File: config.mk
export PLATFORM = sky130hd
export DESIGN_NAME = square_tone_noise_sound_generator
export DESIGN_NICKNAME = d
export VERILOG_FILES = /design/src/rtl/stng_pkg.sv /design/src/rtl/stng_tone.sv /design/src/rtl/square_tone_noise_sound_generator.sv
export SDC_FILE = /design/constraint.sdc
export NUM_CORES = 1
export LEC_CHECK = 0
export BUFFER_PORTS_ARGS = -buffer_cell sky130_fd_sc_hd__clkbuf_2
export CAP_MARGIN = 20
export CORE_MARGIN = 1.5
export CORE_UTILIZATION = 51
export CTS_CLUSTER_DIAMETER = 50
export DETAILED_ROUTE_END_ITERATION = 7
export PLACE_DENSITY = 0.73
export SLEW_MARGIN = 5
export SYNTH_ARGS = -nofsm -noshare
export SYNTH_HDL_FRONTEND = slang
export SYNTH_SLANG_ARGS = --single-unit
File: constraint.sdc
create_clock -name clk -period 9.81 [get_ports clk]
set_clock_uncertainty 0.1 [all_clocks]
set_input_delay 0.981 -clock clk [delete_from_list [all_inputs] [get_ports clk]]
set_output_delay 0.981 -clock clk [all_outputs]
set_load 0.01 [all_outputs]
File: src/rtl/stng_pkg.sv
// shared types, constants and attenuation table for the square tone and noise generator
package stng_pkg;

    localparam int NUM_TONES = 3;
    localparam int TONE_W  = 10;
    localparam int VOL_W   = 4;
    localparam int NCTL_W  = 3;
    localparam int SHIFT_W = 16;
    localparam int AMP_W   = 15;
    localparam int SAMPLE_W = 16;
    localparam int MIX_W   = 18;

    localparam logic [SHIFT_W-1:0] NOISE_SEED  = 16'h8000;
    localparam logic [VOL_W-1:0]   VOL_SILENT  = 4'hF;
    localparam logic [TONE_W-1:0]  NOISE_DIV0  = 10'h010;
    localparam logic [TONE_W-1:0]  NOISE_DIV1  = 10'h020;
    localparam logic [TONE_W-1:0]  NOISE_DIV2  = 10'h040;
    localparam logic [1:0]         CH_NOISE    = 2'd3;

    typedef enum logic [1:0] {
        RATE_DIV16   = 2'd0,
        RATE_DIV32   = 2'd1,
        RATE_DIV64   = 2'd2,
        RATE_TONE2   = 2'd3
    } noise_rate_t;

    typedef enum logic {
        ACT_WRITE = 1'b0,
        ACT_TICK  = 1'b1
    } action_t;

    function automatic logic [AMP_W-1:0] vol_amp(input logic [VOL_W-1:0] vol);
        logic [AMP_W-1:0] amp;
        unique case (vol)
            4'd0:    amp = 15'd32767;
            4'd1:    amp = 15'd26028;
            4'd2:    amp = 15'd20675;
            4'd3:    amp = 15'd16422;
            4'd4:    amp = 15'd13045;
            4'd5:    amp = 15'd10362;
            4'd6:    amp = 15'd8231;
            4'd7:    amp = 15'd6568;
            4'd8:    amp = 15'd5193;
            4'd9:    amp = 15'd4125;
            4'd10:   amp = 15'd3277;
            4'd11:   amp = 15'd2603;
            4'd12:   amp = 15'd2067;
            4'd13:   amp = 15'd1642;
            4'd14:   amp = 15'd1304;
            default: amp = 15'd0;
        endcase
        return amp;
    endfunction

endpackage

File: src/rtl/stng_tone.sv
// one square tone channel: down counter and output level
module stng_tone
    import stng_pkg::*;
(
    input  logic              clk,
    input  logic              rst_n,
    input  logic              step,
    input  logic [TONE_W-1:0] period,
    output logic              level_next
);

    logic [TONE_W-1:0] count_reg;
    logic [TONE_W-1:0] count_next;
    logic              level_reg;

    always_comb
    begin
        count_next = count_reg;
        level_next = level_reg;
        if (step)
        begin
            if (period <= TONE_W'(1))
            begin
                level_next = 1'b1;
            end
            else if (count_reg == '0)
            begin
                count_next = period - TONE_W'(1);
                level_next = ~level_reg;
            end
            else
            begin
                count_next = count_reg - TONE_W'(1);
            end
        end
    end

    always_ff @(posedge clk or negedge rst_n)
    begin
        if (!rst_n)
        begin
            count_reg <= '0;
            level_reg <= 1'b1;
        end
        else
        begin
            count_reg <= count_next;
            level_reg <= level_next;
        end
    end

endmodule

File: src/rtl/square_tone_noise_sound_generator.sv
// top level: bus write decode, noise channel, mixer and stream handshakes
//
// Three square tone channels, one noise channel and a mono mixer. Each input
// transaction is either a bus write byte (tuser low) or a tick (tuser high).
// An item passes through the input register and, for a tick, then through the
// output register; a new item is taken every cycle as long as the output side
// keeps up, so throughput is one item per clock. A tick's sample is computed
// from the input register and held in the output register. Writes give no
// output transaction. The limit is the single output register: while it holds
// a sample that is not taken, a waiting tick stalls the input side.
module square_tone_noise_sound_generator
    import stng_pkg::*;
(
    input  logic                clk,
    input  logic                rst_n,
    input  logic                s_axis_tvalid,
    output logic                s_axis_tready,
    input  logic [7:0]          s_axis_tdata,   // write_byte
    input  logic                s_axis_tuser,   // action
    output logic                m_axis_tvalid,
    input  logic                m_axis_tready,
    output logic [SAMPLE_W-1:0] m_axis_tdata    // sample_out
);

    logic        in_valid_reg;
    logic        in_action_reg;
    logic [7:0]  in_byte_reg;
    logic        out_valid_reg;
    logic [SAMPLE_W-1:0] out_data_reg;

    logic [TONE_W-1:0]  period_reg  [NUM_TONES];
    logic [TONE_W-1:0]  period_next [NUM_TONES];
    logic [VOL_W-1:0]   volume_reg  [NUM_TONES+1];
    logic [VOL_W-1:0]   volume_next [NUM_TONES+1];
    logic [NCTL_W-1:0]  nctl_reg, nctl_next;
    logic [TONE_W-1:0]  ncount_reg, ncount_next;
    logic               nflip_reg, nflip_next;
    logic [SHIFT_W-1:0] nshift_reg, nshift_next;
    logic [1:0]         latch_ch_reg, latch_ch_next;
    logic               latch_vol_reg, latch_vol_next;

    logic               out_free;
    logic               fire;
    logic               tick;
    logic               wr;
    logic [1:0]         wr_ch;
    logic               wr_vol;
    logic [TONE_W-1:0]  nreload;
    logic               nfb;
    logic [NUM_TONES-1:0] tone_level;
    logic signed [MIX_W-1:0] mix;
    logic signed [MIX_W-1:0] mix_adj;

    assign out_free      = !out_valid_reg || m_axis_tready;
    assign fire          = in_valid_reg && (in_action_reg == ACT_WRITE || out_free);
    assign tick          = fire && in_action_reg == ACT_TICK;
    assign wr            = fire && in_action_reg == ACT_WRITE;
    assign s_axis_tready = !in_valid_reg || fire;
    assign m_axis_tvalid = out_valid_reg;
    assign m_axis_tdata  = out_data_reg;

    assign wr_ch  = in_byte_reg[7] ? in_byte_reg[6:5] : latch_ch_reg;
    assign wr_vol = in_byte_reg[7] ? in_byte_reg[4]   : latch_vol_reg;

    genvar g;
    generate
        for (g = 0; g < NUM_TONES; g++)
        begin : g_tone
            stng_tone u_tone (
                .clk        (clk),
                .rst_n      (rst_n),
                .step       (tick),
                .period     (period_reg[g]),
                .level_next (tone_level[g])
            );
        end
    endgenerate

    // register writes
    always_comb
    begin
        latch_ch_next  = latch_ch_reg;
        latch_vol_next = latch_vol_reg;
        nctl_next      = nctl_reg;
        for (int i = 0; i < NUM_TONES; i++)
        begin
            period_next[i] = period_reg[i];
        end
        for (int i = 0; i <= NUM_TONES; i++)
        begin
            volume_next[i] = volume_reg[i];
        end
        if (wr)
        begin
            latch_ch_next  = wr_ch;
            latch_vol_next = wr_vol;
            if (wr_vol)
            begin
                for (int i = 0; i <= NUM_TONES; i++)
                begin
                    if (wr_ch == 2'(i))
                    begin
                        volume_next[i] = in_byte_reg[3:0];
                    end
                end
            end
            else if (wr_ch == CH_NOISE)
            begin
                nctl_next = in_byte_reg[2:0];
            end
            else
            begin
                for (int i = 0; i < NUM_TONES; i++)
                begin
                    if (wr_ch == 2'(i))
                    begin
                        if (in_byte_reg[7])
                        begin
                            period_next[i] = {period_reg[i][TONE_W-1:4], in_byte_reg[3:0]};
                        end
                        else
                        begin
                            period_next[i] = {in_byte_reg[5:0], period_reg[i][3:0]};
                        end
                    end
                end
            end
        end
    end

    // noise channel
    always_comb
    begin
        case (noise_rate_t'(nctl_reg[1:0]))
            RATE_DIV16: nreload = NOISE_DIV0;
            RATE_DIV32: nreload = NOISE_DIV1;
            RATE_DIV64: nreload = NOISE_DIV2;
            default:    nreload = (period_reg[NUM_TONES-1] == '0) ? TONE_W'(1)
                                                              : period_reg[NUM_TONES-1];
        endcase
        nfb = nctl_reg[2] ? (nshift_reg[0] ^ nshift_reg[3]) : nshift_reg[0];

        ncount_next = ncount_reg;
        nflip_next  = nflip_reg;
        nshift_next = nshift_reg;
        if (wr && !wr_vol && wr_ch == CH_NOISE)
        begin
            nshift_next = NOISE_SEED;
        end
        else if (tick)
        begin
            if (ncount_reg == '0)
            begin
                ncount_next = nreload - TONE_W'(1);
                nflip_next  = ~nflip_reg;
                if (!nflip_reg)
                begin
                    nshift_next = {nfb, nshift_reg[SHIFT_W-1:1]};
                end
            end
            else
            begin
                ncount_next = ncount_reg - TONE_W'(1);
            end
        end
    end

    // mixer, divide by four toward zero
    always_comb
    begin
        mix = '0;
        for (int i = 0; i < NUM_TONES; i++)
        begin
            if (tone_level[i])
            begin
                mix = mix + $signed({3'b000, vol_amp(volume_reg[i])});
            end
            else
            begin
                mix = mix - $signed({3'b000, vol_amp(volume_reg[i])});
            end
        end
        if (nshift_next[0])
        begin
            mix = mix + $signed({3'b000, vol_amp(volume_reg[NUM_TONES])});
        end
        else
        begin
            mix = mix - $signed({3'b000, vol_amp(volume_reg[NUM_TONES])});
        end
        mix_adj = mix[MIX_W-1] ? (mix + MIX_W'(3)) : mix;
    end

    always_ff @(posedge clk or negedge rst_n)
    begin
        if (!rst_n)
        begin
            in_valid_reg  <= 1'b0;
            out_valid_reg <= 1'b0;
            latch_ch_reg  <= '0;
            latch_vol_reg <= 1'b0;
            nctl_reg      <= '0;
            ncount_reg    <= '0;
            nflip_reg     <= 1'b0;
            nshift_reg    <= NOISE_SEED;
            for (int i = 0; i < NUM_TONES; i++)
            begin
                period_reg[i] <= '0;
            end
            for (int i = 0; i <= NUM_TONES; i++)
            begin
                volume_reg[i] <= VOL_SILENT;
            end
        end
        else
        begin
            if (s_axis_tready)
            begin
                in_valid_reg <= s_axis_tvalid;
            end
            if (tick)
            begin
                out_valid_reg <= 1'b1;
            end
            else if (m_axis_tready)
            begin
                out_valid_reg <= 1'b0;
            end
            latch_ch_reg  <= latch_ch_next;
            latch_vol_reg <= latch_vol_next;
            nctl_reg      <= nctl_next;
            ncount_reg    <= ncount_next;
            nflip_reg     <= nflip_next;
            nshift_reg    <= nshift_next;
            for (int i = 0; i < NUM_TONES; i++)
            begin
                period_reg[i] <= period_next[i];
            end
            for (int i = 0; i <= NUM_TONES; i++)
            begin
                volume_reg[i] <= volume_next[i];
            end
        end
    end

    always_ff @(posedge clk)
    begin
        if (s_axis_tvalid && s_axis_tready)
        begin
            in_action_reg <= s_axis_tuser;
            in_byte_reg   <= s_axis_tdata;
        end
        if (tick)
        begin
            out_data_reg <= mix_adj[MIX_W-1:2];
        end
    end

    // noise shifter never locks up at zero
    a_shift_nonzero: assert property (@(posedge clk) disable iff (!rst_n)
        nshift_reg != '0)
        else $error("noise shifter reached zero");

    // a tick always leaves a sample waiting
    a_tick_out: assert property (@(posedge clk) disable iff (!rst_n)
        tick |=> m_axis_tvalid)
        else $error("tick gave no sample");

    // a write never disturbs a waiting sample
    a_write_quiet: assert property (@(posedge clk) disable iff (!rst_n)
        (wr && out_valid_reg && !m_axis_tready) |=> (m_axis_tvalid && $stable(m_axis_tdata)))
        else $error("write disturbed pending sample");

endmodule

==> metrics.md <==
| Metric | Value |
|---|---|
| Worst min-delay path endpoint | `nshift_reg[10]` |
| Clock edge transition at the registers on the reported setup and hold paths | `0.06 ns` |
| Hpwl dp | `19400 um` |
| Post-route ant nets | `0` |
| Number of buffer cells added on primary ports | `30` |
| Biggest area contributors in the synthesized netlist | `dfrtp_1 (20%), ha_1 (9.4%), edfxtp_1 (6.4%), xnor2_1 (5.8%), mux2_2 (4.5%)` |
| Number of buffer and inverter instances along the worst setup path | `2` |
| F_max | `0.116 GHz` |
| Flop2flop setup slack | `1.22 ns` |
| Final Hold Viols | `0` |
| Startpoint of the tightest hold check path | `nshift_reg[11]` |
| Most used standard cell by instance count after synthesis | `nand2_1` |
| I/O Pins | `31` |
| Slew Limit Fails | `0` |
| Post-layout minimum cycle time | `8.59 ns` |
| Final cell count without fillers | `1667` |
| Placed Instances | `1634` |
| Wire length of the first global-routing pass | `43400 um` |
| Post-synthesis sequential area ratio | `0.310` |
| # rows | `55` |
| Number of instances on the worst hold path | `2` |
| Count of distinct cell types in the synthesized netlist | `87` |
| Setup TNS | `0 ns` |
| Initial antenna violation count | `0` |
| Worst hold-check path type | `reg -> reg` |
| Kind of cell adding the most delay to the critical path | `compound AO/OA/AOI/OAI gates` |
| Clock network latency to the later pin of the worst-skew pair | `0.42 ns` |
| R2r endpoint | `m_axis_tdata[1]` |
| Cell type with the largest total area after synthesis | `dfrtp_1` |
| Post-synthesis cell area | `11700 um2` |
| Cell at the root of the clock tree | `clkbuf_16` |
| Number of resized instances in the post-cts repair step | `0` |
| Delay of the slowest critical-path stage | `0.63 ns` |
| Crit path top cell by count | `a21oi_1` |
| Share of async-settable or async-resettable flops after synthesis | `0.820` |
| Core region area | `22600 um2` |
| Area growth from synthesis to layout | `7.79%` |
| Post-Syn Instances | `1361` |
| Number of buffers inserted during clock tree synthesis | `17` |
| Number of nets in the final layout | `1473` |
| Number of cells traversed by the worst register-to-register path | `35` |
| Number of enable-type register cells in the synthesized netlist | `25` |
| Vias per cell | `5.86` |
| Arrival @ worst endpoint | `8.65 ns` |
| Router iterations before antenna repair | `7` |
| Mean area per synthesized cell | `8.59 um2` |
| Ranking of synthesized cells by instance count | `nand2_1 (141), nor2_1 (137), a21oi_1 (101)` |
| Vert. Die Dim | `154 um` |
| Kind of launch point of the worst setup path | `register` |
| Area of the die | `23800 um2` |
| Type of the setup path with the least slack | `reg -> reg` |
| Number of synthesis warnings | `0` |
| Count of H-tree levels built during CTS | `4` |
| Setup violators final | `0` |
| Share of cells above drive strength 1 | `0.120` |
| Total length of routed wires | `26000 um` |
| Final worst-path cycle share | `0.876` |
| Aggregate global routing overflow | `0` |
| Maximum capacitance violations | `0` |
| Clock tree from TritonCTS | `built` |
| Die span in x | `154 um` |
| Clock Path Buffers | `2` |
| Worst slew pin tran | `0.906 ns` |
| Net Count, Synth | `1465` |
| Starting density of the core | `0.518` |
| Hold-fix buffer count after cts | `0` |
| Maximum number of pins on one net before global-route repair | `82` |
| WP depth | `35` |
| Origin of the critical flop-to-flop path | `g_tone[1].u_tone.count_reg[0]` |
| Data required time at the worst endpoint | `9.87 ns` |
| Routability-driven placement congestion ratio | `0.889` |
| Outcome | `complete, no violations` |
| Per-cell routed wire length | `15.6 um` |
| Yosys top cell area share | `0.201` |
| Predominant post-synthesis flop cell | `dfrtp_1` |
| Unrepaired setup endpoints after global routing | `false` |
| Vias | `9761` |
| Filler Cells Inserted | `2029` |
| Clock tree sinks | `139` |
| Crit Path Max Fanout | `16` |
| Count of unresolved DRC violations after routing | `0` |
| Register bit total from synthesis | `139` |
| Worst slew slack as a fraction of its limit | `0.389` |
| Worst-path cell with the longest stage delay | `nor3_2` |
| Number of global-route vias before repair | `9046` |
| Critical Path End Type | `register` |
| Starting DRT DRC Count | `639` |
| Setup repair bufs after CTS | `0` |
| Inserted Diodes | `0` |
| Total global-route track usage | `0.222` |
-- logic make-up (layout without fill, tap and decap cells) --
logic type,after synthesis,count (layout),synth area share
compound gates,344,344,0.191
xor+xnor,133,133,0.103
fa+ha+maj,91,91,0.0994
buf+inv,106,127,0.0367
flops,139,139,0.310
mux,58,58,0.0569
simple gates,490,490,0.203
-- worst min-delay path, delay by kind of cell, from the launching register on --
kind	cells	cell delay (ns)
DFF	1	0.34
and+or+nand+nor	2	0.10
-- area by class of cell --
| cell class | count | area, um2 | share of cell area |
|---|---|---|---|
| Sequential cell | 139 | 3630 | 0.288 |
| Clock inverter | 13 | 105 | 0.00834 |
| Inverter | 58 | 218 | 0.0173 |
| Timing Repair Buffer | 37 | 218 | 0.0173 |
| Clock buffer | 19 | 443 | 0.0352 |
| Multi-Input combinational cell | 1116 | 7630 | 0.606 |
| Tap cell | 285 | 357 | 0.0283 |
-- through the flow --
step | setup slack [ns] | cell area, um2 | hold slack (ns) | util
floorplan | 1.90 | 11700 | 0.346 | -
global placement | 1.28 | 12000 | 0.353 | 0.533
detailed placement | 1.07 | 12000 | 0.359 | 0.533
CTS | 1.22 | 12600 | 0.376 | 0.557
global route | 0.517 | 12600 | 0.409 | 0.558
finish | 1.22 | 12600 | 0.372 | 0.558
-- layout by cell type, fill, tap and decap left out, types with 10 or more instances in the layout --
cell type	instances
a21o_1	16
a21oi_1	101
a22oi_1	15
clkbuf_16	17
clkbuf_2	29
dfrtp_1	94
dfstp_2	20
edfxtp_1	25
ha_1	88
inv_1	55
mux2_2	47
nand2_1	141
nand2b_1	32
nand3_1	41
nor2_1	137
nor2b_1	19
nor3_1	42
nor4_1	10
o21a_1	13
o21ai_0	83
o21bai_1	11
o22a_1	12
xnor2_1	77
xor2_1	54
-- per-layer routing --
layer,vias to the layer above,global-route usage,wire (um)
met5,-,0,0
met4,0,0.0572,382
met3,34,0.0308,946
met2,209,0.381,12500
met1,4622,0.295,12200
li1,4896,-,-
-- worst max path at each step --
stage	start	slack, ns	to
after global placement	m_axis_tready	1.28	m_axis_tdata[6]
final	g_tone[1].u_tone.count_reg[0]	1.22	m_axis_tdata[1]
after CTS	g_tone[1].u_tone.count_reg[0]	1.22	m_axis_tdata[1]
after global routing	g_tone[1].u_tone.count_reg[0]	0.52	m_axis_tdata[1]
after detailed placement	m_axis_tready	1.07	m_axis_tdata[6]
after floorplan	m_axis_tready	1.90	m_axis_tdata[3]
Power is left out: the tool's default activity adds up to more than one toggle a clock period on the data nets, which glitch-free logic cannot reach.
